File: src/rtl/pss_pkg.sv
// Shared types, codes, reset values and the source priority function.
`default_nettype none
package pss_pkg;

	localparam int unsigned SAMPLE_BITS_DEF = 12;
	localparam int unsigned CFG_DATA_BITS   = 16;
	localparam int unsigned CFG_INDEX_BITS  = 3;
	localparam int unsigned HOLDOFF_BITS    = 16;
	localparam int unsigned DEBOUNCE_BITS   = 8;
	localparam int unsigned PRESET_BITS     = 3;

	typedef logic [1:0] op_t;
	typedef logic [1:0] src_t;
	typedef logic [CFG_INDEX_BITS-1:0] cfg_index_t;

	localparam op_t OP_TICK  = 2'd0;
	localparam op_t OP_AC    = 2'd1;
	localparam op_t OP_BAT   = 2'd2;
	localparam op_t OP_PANEL = 2'd3;

	localparam src_t SRC_AC    = 2'd0;
	localparam src_t SRC_BAT   = 2'd1;
	localparam src_t SRC_PANEL = 2'd2;
	localparam src_t SRC_NONE  = 2'd3;

	localparam cfg_index_t REG_PRIORITY_PRESET = 3'd0;
	localparam cfg_index_t REG_AC_PEAK_LOW     = 3'd1;
	localparam cfg_index_t REG_AC_PEAK_HIGH    = 3'd2;
	localparam cfg_index_t REG_BATTERY_LOW     = 3'd3;
	localparam cfg_index_t REG_PANEL_LOW       = 3'd4;
	localparam cfg_index_t REG_HOLDOFF_MS      = 3'd5;
	localparam cfg_index_t REG_DEBOUNCE_MS     = 3'd6;

	localparam int unsigned PRESET_RST      = 0;
	localparam int unsigned AC_PEAK_LOW_RST  = 3350;
	localparam int unsigned AC_PEAK_HIGH_RST = 3860;
	localparam int unsigned BATTERY_LOW_RST  = 2000;
	localparam int unsigned PANEL_LOW_RST    = 2500;
	localparam int unsigned HOLDOFF_MS_RST   = 5000;
	localparam int unsigned DEBOUNCE_MS_RST  = 40;

	localparam int unsigned PRESET_COUNT = 6;
	localparam logic [PRESET_BITS-1:0] PRESET_MAX = 3'd5;

	localparam src_t PRIO_TABLE [PRESET_COUNT][3] = '{
		'{SRC_AC,    SRC_BAT,   SRC_PANEL},
		'{SRC_AC,    SRC_PANEL, SRC_BAT},
		'{SRC_BAT,   SRC_AC,    SRC_PANEL},
		'{SRC_BAT,   SRC_PANEL, SRC_AC},
		'{SRC_PANEL, SRC_AC,    SRC_BAT},
		'{SRC_PANEL, SRC_BAT,   SRC_AC}
	};

	// First available source in preset order; none when disabled or preset undefined.
	function automatic src_t pick_source(
		input logic [PRESET_BITS-1:0] preset,
		input logic                   enable,
		input logic                   ac_ok,
		input logic                   bat_ok,
		input logic                   pan_ok
	);
		src_t       s;
		src_t       pick;
		logic [3:0] avail;
		pick  = SRC_NONE;
		avail = {1'b0, pan_ok, bat_ok, ac_ok};
		if (enable && preset <= PRESET_MAX) begin
			// walk lowest priority first so the highest available wins
			for (int i = 2; i >= 0; i--) begin
				s = PRIO_TABLE[preset][i];
				if (avail[s]) begin
					pick = s;
				end
			end
		end
		return pick;
	endfunction

endpackage
`default_nettype wire

File: src/rtl/pss_item_if.sv
// Input word channel: valid/ready with tick or sample payload.
`default_nettype none
interface pss_item_if #(
	parameter int unsigned SAMPLE_BITS = pss_pkg::SAMPLE_BITS_DEF
);
	logic                   valid;
	logic                   ready;
	pss_pkg::op_t           operation;
	logic [SAMPLE_BITS-1:0] sample;
	logic                   window_last;
	logic                   button_low;

	modport source (output valid, operation, sample, window_last, button_low, input ready);
	modport sink (input valid, operation, sample, window_last, button_low, output ready);
endinterface
`default_nettype wire

File: src/rtl/pss_result_if.sv
// Result word channel: valid/ready with selected source and status.
`default_nettype none
interface pss_result_if #(
	parameter int unsigned SAMPLE_BITS = pss_pkg::SAMPLE_BITS_DEF
);
	logic                   valid;
	logic                   ready;
	pss_pkg::src_t          source_sel;
	logic                   ac_present;
	logic                   battery_present;
	logic                   panel_present;
	logic                   output_enabled;
	logic [SAMPLE_BITS-1:0] ac_window_peak;

	modport source (output valid, source_sel, ac_present, battery_present, panel_present,
		output_enabled, ac_window_peak, input ready);
	modport sink (input valid, source_sel, ac_present, battery_present, panel_present,
		output_enabled, ac_window_peak, output ready);
endinterface
`default_nettype wire

File: src/rtl/pss_button.sv
// Push-button debounce machine that toggles the output enable on ticks.
`default_nettype none
module pss_button (
	input  wire logic                                clk,
	input  wire logic                                arst_n,
	input  wire logic                                step,
	input  wire logic                                pressed,
	input  wire logic [pss_pkg::DEBOUNCE_BITS-1:0]   debounce_ms,
	output logic                                     enable_next
);

	localparam logic [1:0] PH_IDLE    = 2'd0;
	localparam logic [1:0] PH_DBC     = 2'd1;
	localparam logic [1:0] PH_PRESSED = 2'd2;

	logic [1:0]                          phase_q, phase_d;
	logic [pss_pkg::DEBOUNCE_BITS-1:0]   dbc_q, dbc_d, dbc_dec;
	logic                                en_q, en_d;

	always_comb begin
		dbc_dec = (dbc_q != '0) ? dbc_q - 1'b1 : dbc_q;
		dbc_d   = dbc_dec;
		phase_d = phase_q;
		en_d    = en_q;
		unique case (phase_q)
			PH_DBC: begin
				if (dbc_dec == '0) begin
					if (pressed) begin
						phase_d = PH_PRESSED;
						en_d    = ~en_q;
					end else begin
						phase_d = PH_IDLE;
					end
				end
			end
			PH_PRESSED: begin
				if (!pressed) begin
					phase_d = PH_IDLE;
				end
			end
			default: begin
				// unused code falls back to idle
				phase_d = PH_IDLE;
				if (pressed) begin
					dbc_d   = debounce_ms;
					phase_d = PH_DBC;
				end
			end
		endcase
		enable_next = step ? en_d : en_q;
	end

	always_ff @(posedge clk or negedge arst_n) begin
		if (!arst_n) begin
			phase_q <= PH_IDLE;
			dbc_q   <= '0;
			en_q    <= 1'b0;
		end else if (step) begin
			phase_q <= phase_d;
			dbc_q   <= dbc_d;
			en_q    <= en_d;
		end
	end

endmodule
`default_nettype wire

File: src/rtl/power_source_selector.sv
// Top level: AC peak window check, sample thresholds, holdoff and source choice.
//
//   channel  dir  handshake      payload
//   item     in   valid/ready    operation, sample, window_last, button_low
//   result   out  valid/ready    source_sel, ac/battery/panel_present, output_enabled,
//                                ac_window_peak
//   cfg      in   cfg_we only    cfg_index, cfg_data
//
// One word per cycle sustained while results are taken; each word is registered
// in the input register, then processed into the result register.
// Flags and state reset to zero/idle, config registers to defaults on arst_n; payloads do not.
// A stalled result holds; the input register still takes one more word, then
// ready drops until the result is taken.
`default_nettype none
module power_source_selector #(
	parameter int unsigned SAMPLE_BITS = pss_pkg::SAMPLE_BITS_DEF
) (
	input  wire logic                                 clk,
	input  wire logic                                 arst_n,
	input  wire logic                                 cfg_we,
	input  wire logic [pss_pkg::CFG_INDEX_BITS-1:0]   cfg_index,
	input  wire logic [pss_pkg::CFG_DATA_BITS-1:0]    cfg_data,
	pss_item_if.sink                                  item,
	pss_result_if.source                              result
);

	// configuration registers
	logic [pss_pkg::PRESET_BITS-1:0]   preset_q;
	logic [SAMPLE_BITS-1:0]            ac_low_q, ac_high_q, bat_low_q, pan_low_q;
	logic [pss_pkg::HOLDOFF_BITS-1:0]  holdoff_ms_q;
	logic [pss_pkg::DEBOUNCE_BITS-1:0] debounce_ms_q;

	always_ff @(posedge clk or negedge arst_n) begin
		if (!arst_n) begin
			preset_q      <= pss_pkg::PRESET_BITS'(pss_pkg::PRESET_RST);
			ac_low_q      <= SAMPLE_BITS'(pss_pkg::AC_PEAK_LOW_RST);
			ac_high_q     <= SAMPLE_BITS'(pss_pkg::AC_PEAK_HIGH_RST);
			bat_low_q     <= SAMPLE_BITS'(pss_pkg::BATTERY_LOW_RST);
			pan_low_q     <= SAMPLE_BITS'(pss_pkg::PANEL_LOW_RST);
			holdoff_ms_q  <= pss_pkg::HOLDOFF_BITS'(pss_pkg::HOLDOFF_MS_RST);
			debounce_ms_q <= pss_pkg::DEBOUNCE_BITS'(pss_pkg::DEBOUNCE_MS_RST);
		end else if (cfg_we) begin
			case (cfg_index)
				pss_pkg::REG_PRIORITY_PRESET: preset_q <= cfg_data[pss_pkg::PRESET_BITS-1:0];
				pss_pkg::REG_AC_PEAK_LOW:     ac_low_q <= cfg_data[SAMPLE_BITS-1:0];
				pss_pkg::REG_AC_PEAK_HIGH:    ac_high_q <= cfg_data[SAMPLE_BITS-1:0];
				pss_pkg::REG_BATTERY_LOW:     bat_low_q <= cfg_data[SAMPLE_BITS-1:0];
				pss_pkg::REG_PANEL_LOW:       pan_low_q <= cfg_data[SAMPLE_BITS-1:0];
				pss_pkg::REG_HOLDOFF_MS:
					holdoff_ms_q <= cfg_data[pss_pkg::HOLDOFF_BITS-1:0];
				pss_pkg::REG_DEBOUNCE_MS:
					debounce_ms_q <= cfg_data[pss_pkg::DEBOUNCE_BITS-1:0];
				default: ;
			endcase
		end
	end

	// input register
	logic                   valid_s1;
	pss_pkg::op_t           op_s1;
	logic [SAMPLE_BITS-1:0] sample_s1;
	logic                   last_s1;
	logic                   pressed_s1;

	logic res_valid_q;
	logic advance;

	assign advance    = valid_s1 && (!res_valid_q || result.ready);
	assign item.ready = !valid_s1 || advance;

	always_ff @(posedge clk or negedge arst_n) begin
		if (!arst_n) begin
			valid_s1 <= 1'b0;
		end else if (item.valid && item.ready) begin
			valid_s1 <= 1'b1;
		end else if (advance) begin
			valid_s1 <= 1'b0;
		end
	end

	always_ff @(posedge clk) begin
		if (item.valid && item.ready) begin
			op_s1      <= item.operation;
			sample_s1  <= item.sample;
			last_s1    <= item.window_last;
			pressed_s1 <= item.button_low;
		end
	end

	// processing state
	logic [SAMPLE_BITS-1:0]           run_peak_q, run_peak_d;
	logic [SAMPLE_BITS-1:0]           last_peak_q, last_peak_d;
	logic                             ac_q, ac_d, bat_q, bat_d, pan_q, pan_d;
	logic [pss_pkg::HOLDOFF_BITS-1:0] holdoff_q, holdoff_d;
	logic [SAMPLE_BITS-1:0]           peak;
	logic                             enable_next;
	pss_pkg::src_t                    source_d;

	pss_button u_button (
		.clk         (clk),
		.arst_n      (arst_n),
		.step        (advance && op_s1 == pss_pkg::OP_TICK),
		.pressed     (pressed_s1),
		.debounce_ms (debounce_ms_q),
		.enable_next (enable_next)
	);

	always_comb begin
		peak        = (sample_s1 > run_peak_q) ? sample_s1 : run_peak_q;
		run_peak_d  = run_peak_q;
		last_peak_d = last_peak_q;
		ac_d        = ac_q;
		bat_d       = bat_q;
		pan_d       = pan_q;
		holdoff_d   = holdoff_q;
		unique case (op_s1)
			pss_pkg::OP_TICK: begin
				if (holdoff_q != '0) begin
					holdoff_d = holdoff_q - 1'b1;
				end
			end
			pss_pkg::OP_AC: begin
				if (last_s1) begin
					ac_d = (peak > ac_low_q) && (peak < ac_high_q);
					if (!ac_d) begin
						holdoff_d = holdoff_ms_q;
					end
					last_peak_d = peak;
					run_peak_d  = '0;
				end else begin
					run_peak_d = peak;
				end
			end
			pss_pkg::OP_BAT:   bat_d = sample_s1 > bat_low_q;
			pss_pkg::OP_PANEL: pan_d = sample_s1 > pan_low_q;
		endcase
		source_d = pss_pkg::pick_source(preset_q, enable_next,
			ac_d && (holdoff_d == '0), bat_d, pan_d);
	end

	always_ff @(posedge clk or negedge arst_n) begin
		if (!arst_n) begin
			run_peak_q  <= '0;
			last_peak_q <= '0;
			ac_q        <= 1'b0;
			bat_q       <= 1'b0;
			pan_q       <= 1'b0;
			holdoff_q   <= '0;
		end else if (advance) begin
			run_peak_q  <= run_peak_d;
			last_peak_q <= last_peak_d;
			ac_q        <= ac_d;
			bat_q       <= bat_d;
			pan_q       <= pan_d;
			holdoff_q   <= holdoff_d;
		end
	end

	// result register
	always_ff @(posedge clk or negedge arst_n) begin
		if (!arst_n) begin
			res_valid_q <= 1'b0;
		end else if (advance) begin
			res_valid_q <= 1'b1;
		end else if (result.ready) begin
			res_valid_q <= 1'b0;
		end
	end

	always_ff @(posedge clk) begin
		if (advance) begin
			result.source_sel      <= source_d;
			result.ac_present      <= ac_d;
			result.battery_present <= bat_d;
			result.panel_present   <= pan_d;
			result.output_enabled  <= enable_next;
			result.ac_window_peak  <= last_peak_d;
		end
	end

	assign result.valid = res_valid_q;

endmodule
`default_nettype wire
File: src/flat_wrapper.sv
// flat-port wrapper written by rule: the top's interface ports become plain ports
module power_source_selector_flat 
#(
	parameter int unsigned SAMPLE_BITS = pss_pkg::SAMPLE_BITS_DEF
)
  (clk, arst_n, cfg_we, cfg_index, cfg_data, item_valid, item_operation, item_sample, item_window_last, item_button_low, item_ready, result_valid, result_source_sel, result_ac_present, result_battery_present, result_panel_present, result_output_enabled, result_ac_window_peak, result_ready);
  pss_item_if #(.SAMPLE_BITS(SAMPLE_BITS)) item_i ();
  pss_result_if #(.SAMPLE_BITS(SAMPLE_BITS)) result_i ();
  input  wire logic clk;
  input  wire logic arst_n;
  input  wire logic cfg_we;
  input  wire logic [pss_pkg::CFG_INDEX_BITS-1:0] cfg_index;
  input  wire logic [pss_pkg::CFG_DATA_BITS-1:0] cfg_data;
  input wire logic [$bits(item_i.valid)-1:0] item_valid;
  input wire logic [$bits(item_i.operation)-1:0] item_operation;
  input wire logic [$bits(item_i.sample)-1:0] item_sample;
  input wire logic [$bits(item_i.window_last)-1:0] item_window_last;
  input wire logic [$bits(item_i.button_low)-1:0] item_button_low;
  output wire logic [$bits(item_i.ready)-1:0] item_ready;
  output wire logic [$bits(result_i.valid)-1:0] result_valid;
  output wire logic [$bits(result_i.source_sel)-1:0] result_source_sel;
  output wire logic [$bits(result_i.ac_present)-1:0] result_ac_present;
  output wire logic [$bits(result_i.battery_present)-1:0] result_battery_present;
  output wire logic [$bits(result_i.panel_present)-1:0] result_panel_present;
  output wire logic [$bits(result_i.output_enabled)-1:0] result_output_enabled;
  output wire logic [$bits(result_i.ac_window_peak)-1:0] result_ac_window_peak;
  input wire logic [$bits(result_i.ready)-1:0] result_ready;
  assign item_i.valid = item_valid;
  assign item_i.operation = item_operation;
  assign item_i.sample = item_sample;
  assign item_i.window_last = item_window_last;
  assign item_i.button_low = item_button_low;
  assign item_ready = item_i.ready;
  assign result_valid = result_i.valid;
  assign result_source_sel = result_i.source_sel;
  assign result_ac_present = result_i.ac_present;
  assign result_battery_present = result_i.battery_present;
  assign result_panel_present = result_i.panel_present;
  assign result_output_enabled = result_i.output_enabled;
  assign result_ac_window_peak = result_i.ac_window_peak;
  assign result_i.ready = result_ready;
  power_source_selector #(.SAMPLE_BITS(SAMPLE_BITS)) u_core (.clk(clk), .arst_n(arst_n), .cfg_we(cfg_we), .cfg_index(cfg_index), .cfg_data(cfg_data), .item(item_i), .result(result_i));
endmodule
File: config.mk
export PLATFORM = sky130hd
export DESIGN_NAME = power_source_selector_flat
export DESIGN_NICKNAME = d
export VERILOG_FILES = /design/src/rtl/pss_pkg.sv /design/src/rtl/pss_item_if.sv /design/src/rtl/pss_result_if.sv /design/src/rtl/pss_button.sv /design/src/rtl/power_source_selector.sv /design/src/flat_wrapper.sv
export SDC_FILE = /design/constraint.sdc
export NUM_CORES = 1
export LEC_CHECK = 0
export BUFFER_PORTS_ARGS = -buffer_cell sky130_fd_sc_hd__clkbuf_2
export CORE_UTILIZATION = 50
export CTS_CLUSTER_DIAMETER = 50
export DETAILED_ROUTE_END_ITERATION = 6
export PLACE_DENSITY_LB_ADDON = 0.2
export SLEW_MARGIN = 20
export SYNTH_ARGS = -nofsm -noshare
export SYNTH_HDL_FRONTEND = slang
export SYNTH_SLANG_ARGS = --single-unit
File: constraint.sdc
create_clock -name clk -period 13.7 [get_ports clk]
set_clock_uncertainty 0.1 [all_clocks]
set_input_delay 0.685 -clock clk [delete_from_list [all_inputs] [get_ports clk]]
set_output_delay 0.685 -clock clk [all_outputs]
set_load 0.02 [all_outputs]
# == Yosys cells after proc, flatten, opt, wreduce, memory -nomap -nowiden ==
# Memories as Yosys holds them, arrays and structs flattened.
# Index checks and enable logic that the tools add are counted.
# W data, S select, Z words.
# totals
reg_bits,165
latchBits,0
mem_bits_rw,0
romBits,48
in_bits,40
out_inout_bits,20
elab_cells,123
n_memories,1
# op_classes
n_addsub,2
mul,0
div,0
magnitude_cmp,10
eq_ne,13
shifts,0
muxes,39
bitwise_logic,2
reduce_logical,28
# memory_table
name,depth,word_bits,rd,rd_ports_with_merged_regs,write_ports,line,source
(no name shown),8,6,1,0,0,pss_pkg.sv:70,s = PRIO_TABLE[preset][i];
# ops
op,count
$gt A12 B12 Y1,4
$mux W12,4
$mux W16,3
$pmux W16 S2,1
$mux W8,3
$logic_not A16 Y1,1
$mux W1,16
$reduce_and A2 Y1,8
$reduce_bool A16 Y1,1
$sub A16 B1 Y16 const B,1
$lt A12 B12 Y1,1
$mux W2,6
$mux W6,2
$eq A3 B3 Y1 const B,3
$lt A2 B3 Y1 const B,3
$logic_not A8 Y1,1
$reduce_bool A8 Y1,1
$sub A8 B1 Y8 const B,1
$bmux W1 S2,3
$eq A2 B2 Y1 const B,3
$eq A3 B2 Y1 const B,2
$logic_and A1 B1 Y1,6
$eq A2 B1 Y1 const B,2
$ge A4 B4 Y1 const B,1
other kinds (13),17

# == Logic depth before layout (Yosys ltp) ==
# depth
word_depth,14
ltp_mapped,22
depth_no_buf,20

# == Modules after synthesis ==
# Synthesis repeated with hierarchy kept, for this count alone.
# hier_totals
hier_cells,914
hier_area_um2,9201.3
# by_module_without_submodules
module,instances,cells_each,area_each_um2,seq_area_each_um2
power_source_selector,1,821,8384.3,4061.4
pss_button,1,93,817.0,275.3

# == Least setup slack after synthesis ==
# Ideal clock, no wire load.
# synth_path
path_type,reg-to-reg
start,reg u_core.sample_s1[1]
end,reg u_core.result.source_sel[1] (data pin)
setup_time_ps,271
arrival_time_ps,4557
t_required_ps,13329
path_slack_ps,8773
path_stages_with_launch,22
cell_sequence,edfxtp_1 ha_1 nor2b_1 o211ai_2 a211oi_1 nor3_1 nor2_1 buf_2 mux2i_1 inv_1 ha_1 a21o_1 a21oi_2 nor2b_1 or4_4 and3_4 buf_6 a21oi_4 a221oi_2 a2111o_1 nor4_2 a31oi_1
# synth_via
elab_chain_len,14
elab_cells_between_ends,25
# synth_rtl
item,line,source
"start, declared",power_source_selector.sv:61,logic [SAMPLE_BITS-1:0] sample_s1;
"start signal, assigned",power_source_selector.sv:84,sample_s1 <= item.sample;
$gt A12 B12 Y1,power_source_selector.sv:109,peak = (sample_s1 > run_peak_q) ? sample_s1 : run_peak_q;
$mux W12,power_source_selector.sv:109,
$gt A12 B12 Y1 / $lt A12 B12 Y1 (equally long branches),power_source_selector.sv:124,ac_d = (peak > ac_low_q) && (peak < ac_high_q);
$logic_and A1 B1 Y1,power_source_selector.sv:124,
$mux W16,power_source_selector.sv:125,if (!ac_d) begin
$mux W16,power_source_selector.sv:123,if (last_s1) begin
$pmux W16 S2,power_source_selector.sv:116,unique case (op_s1)
$logic_not A16 Y1,power_source_selector.sv:138,"ac_d && (holdoff_d == '0), bat_d, pan_d);"
$logic_and A1 B1 Y1,power_source_selector.sv:138,
$bmux W1 S2,pss_pkg.sv:71,if (avail[s]) begin
$mux W1 (implied by the code),pss_pkg.sv:71,
$mux W2 (2 in series),pss_pkg.sv:71,
$mux W2 (*),pss_pkg.sv:71,
"end signal, assigned",power_source_selector.sv:172,result.source_sel <= source_d;
"end, declared",pss_result_if.sv:15,"modport source (output valid, source_sel, ac_present, battery_present, panel_present,"
# Every way passes the cells marked *; elsewhere a longest branch is shown, timed or not. The select of a mux whose other input is x is not followed.
# A chain may end at the register's enable or synchronous reset.

# == Worst setup path in the final report ==
# layout_path
start,reg u_core.sample_s1[11]
end,reg u_core.result.source_sel[1] (data pin)
# Same word-level chain as after synthesis.

==> out/qor.yml <==
crit_start: "u_core.sample_s1[11]"
ys_ff_latch: 165
rsz0062_at_grt: "no"
final_cells: 1207
max_freq_mhz: 173.0
pwr-share-clk: 0.260
comb_power_share: 0.318
wl_um: 22780
cts_hold_buf: 0
clk_latency_ns: 0.43
final_core_util: 0.5697
grt_pass1_wl_um: 35910
timing.final.max_slew_violations: 0
clk_pin_slew_ns: 0.07
synth_edf_count: 34
power_switching_w: 0.0006568
drcViolationCount: 0
yosysWarningCount: 0
setup_viol_count_final: 0
drt_iter0_markers: 544
final_common_cell: "nand2_1"
die_w_um: 137.3
yosysUniqueCellTypes: 76
rr_startpoint: "u_core.sample_s1[11]"
cts_tree: "done"
syn_avg_cell_area_um2: 10.03
yosysSeqAreaShare: 0.4739
numCtsBuffers: 17
postCtsSetupBuffers: 0
ant_nets: 0
crit_type: "flop to flop"
gp_congestion: 0.9215
num-nets-final: 1070
chipHeight_um: 137.3
grt_max_degree: 73
p_int_w: 0.001138
path_max_fanout: 10
viasPerCell: 5.780
powerDensity_nw_per_um2: 175.4
min_path_type: "primary input to asynchronous set/reset pin"
clock-sinks: 165
crit_required_ns: 13.77
hold_slack_ns: 0.1825
dieArea_um2: 18850
grtUsageTotal: 0.2572
start_kind: "flop"
end_kind: "flop"
start_util: 0.5094
wl_per_cell_um: 18.87
port_buffers: 59
grt_pass1_vias: 6688
worstPathArrival_ns: 5.85
yosysTopAreaCellShare: 0.2762
cts-root-buf: "clkbuf_16"
antenna_found_initial: 0
dr.pass1.iters: 5
drive_gt1_frac: 0.2096
worst_pin_slew_ns: 1.037
power_leakage_nw: 4.523
diodes: 0
yosys-top-cells-area: "dfrtp_1 28%, edfxtp_1 11%, ha_1 8.9%"
area_delta_synth_final_pct: 11.83
num_io_pins: 60
pwr-share-seq: 0.421
switching_share: 0.3659
rows: 49
synthesis.nets: 1017
htreeDepth: 4
syn_inst: 912
tns_ns: 0
core_um2: 17960
status: "complete, no violations"
vdd_drop_max_mv: 0.1020
finalHoldViolCount: 0
power_w: 0.001795
fin_crit_sh: 0.4220
maxCapViolCount: 0
netlist_area_um2: 9151
slew_headroom: 0.3052
vias: 6976
cts_resized: 0
layout_common_cells: "113 x nand2_1, 101 x dfrtp_1, 97 x o21ai_0"
dp_hpwl_um: 16450
yosysTopAreaCell: "dfrtp_1"
clock_path_buffers: 2
async_reset_ff_frac: 0.7939
overflow: 0
synth_ff_type: "dfrtp_1"
fin_crit_ns: 5.782
dp.cells: 1175
==> registers in the layout, summed over array words and instances (netlist names), 3 cells and up <==
register	flops
u_core.u_button.dbc_q	8
u_core.bat_low_q	12
u_core.sample_s1	12
u_core.preset_q	3
u_core.pan_low_q	12
u_core.holdoff_ms_q	16
u_core.holdoff_q	16
u_core.last_peak_q	12
u_core.debounce_ms_q	8
u_core.ac_low_q	12
u_core.result.ac_window_peak	12
u_core.ac_high_q	12
u_core.run_peak_q	12
==> routing by layer <==
layer,vias to the layer above,global-route usage,part of all wire
li1,3372,-,-
met1,3349,0.3309,0.45
met3,48,0.04268,0.041
met2,207,0.4304,0.48
met5,-,0,0
met4,0,0.1044,0.030
==> synth_stat cells, drive strengths merged, types with 5 or more instances <==
| library cell | instances |
|---|---|
| clkbuf | 24 |
| o22ai | 11 |
| ha | 65 |
| nor2 | 34 |
| nor4 | 12 |
| nor3 | 18 |
| dfrtp | 101 |
| mux2i | 14 |
| nand2 | 113 |
| o21a | 5 |
| nand2b | 10 |
| nor2b | 11 |
| o21ai | 98 |
| a21oi | 43 |
| inv | 87 |
| edfxtp | 34 |
| dfstp | 30 |
| and2 | 5 |
| buf | 8 |
| nand3 | 17 |
| and3 | 6 |
| nand4 | 18 |
| a31oi | 5 |
| a21o | 14 |
| mux2 | 55 |
| a32oi | 5 |
==> stage by stage <==
step / setup slack [ns] / area (um2)
after detailed placement: 8.057 / 9657
after floorplan: 8.773 / 9151
after CTS: 8.019 / 10230
final: 7.918 / 10230
after global placement: 8.160 / 9657
after global routing: 7.527 / 10230
==> cell type report <==
type	count	area, um2
fill	1582	7730
multi-input combinational	627	4345
sequential	165	4337
clock buffer	17	425.4
timing repair buffer	67	361.6
inverter	87	326.6
tap	229	286.5
clock inverter	15	151.4
==> worst max-delay path: stages (launching register included) <==
cell      delay, ns
edfxtp_1       0.49
ha_1           0.35
nand4_1        0.17
a211oi_1       0.46
nor3_1         0.11
nor2_1         0.40
buf_4          0.29
mux2i_1        0.31
inv_1          0.13
ha_1           0.32
a21o_1         0.17
a21o_1         0.17
a211oi_1       0.34
nand3_2        0.26
nor2_2         0.40
o21ai_0        0.19
a221o_1        0.41
nor4_2         0.33
a31oi_1        0.11
==> power groups by stage <==
stage / clock, W / sequential (W) / combinational, W
after floorplan: 0 / 0.000730 / 0.000429
after detailed placement: 0 / 0.000759 / 0.000567
final: 0.000467 / 0.000756 / 0.000572
after global placement: 0 / 0.000759 / 0.000557
after CTS: 0.000477 / 0.000752 / 0.000571
after global routing: 0.000495 / 0.000770 / 0.000644
==> worst paths after layout <==
check	end	slack [ns]	cells past startpoint
worst max-delay path	u_core.result.source_sel[1]	7.92	18
worst min-delay path	u_core.result.valid	0.18	1
worst max register to register	u_core.result.source_sel[1]	7.92	18
worst min register to register	u_core.bat_q	0.39	2
max in group asynchronous	u_core.holdoff_ms_q[0]	12.08	2
min in group clk	u_core.sample_s1[2]	0.32	1
==> cells by family after synthesis <==
family / Yosys count / share of synthesized area
flip-flops: 165 / 0.4739
AND/OR/NAND/NOR: 262 / 0.1425
buffers and inverters: 120 / 0.05291
XOR/XNOR: 5 / 0.004785
adder cells (fa/ha/maj): 65 / 0.08887
AO/OA/AOI/OAI: 226 / 0.1541
multiplexers: 69 / 0.08299
Power figures use the tool's default switching activity.
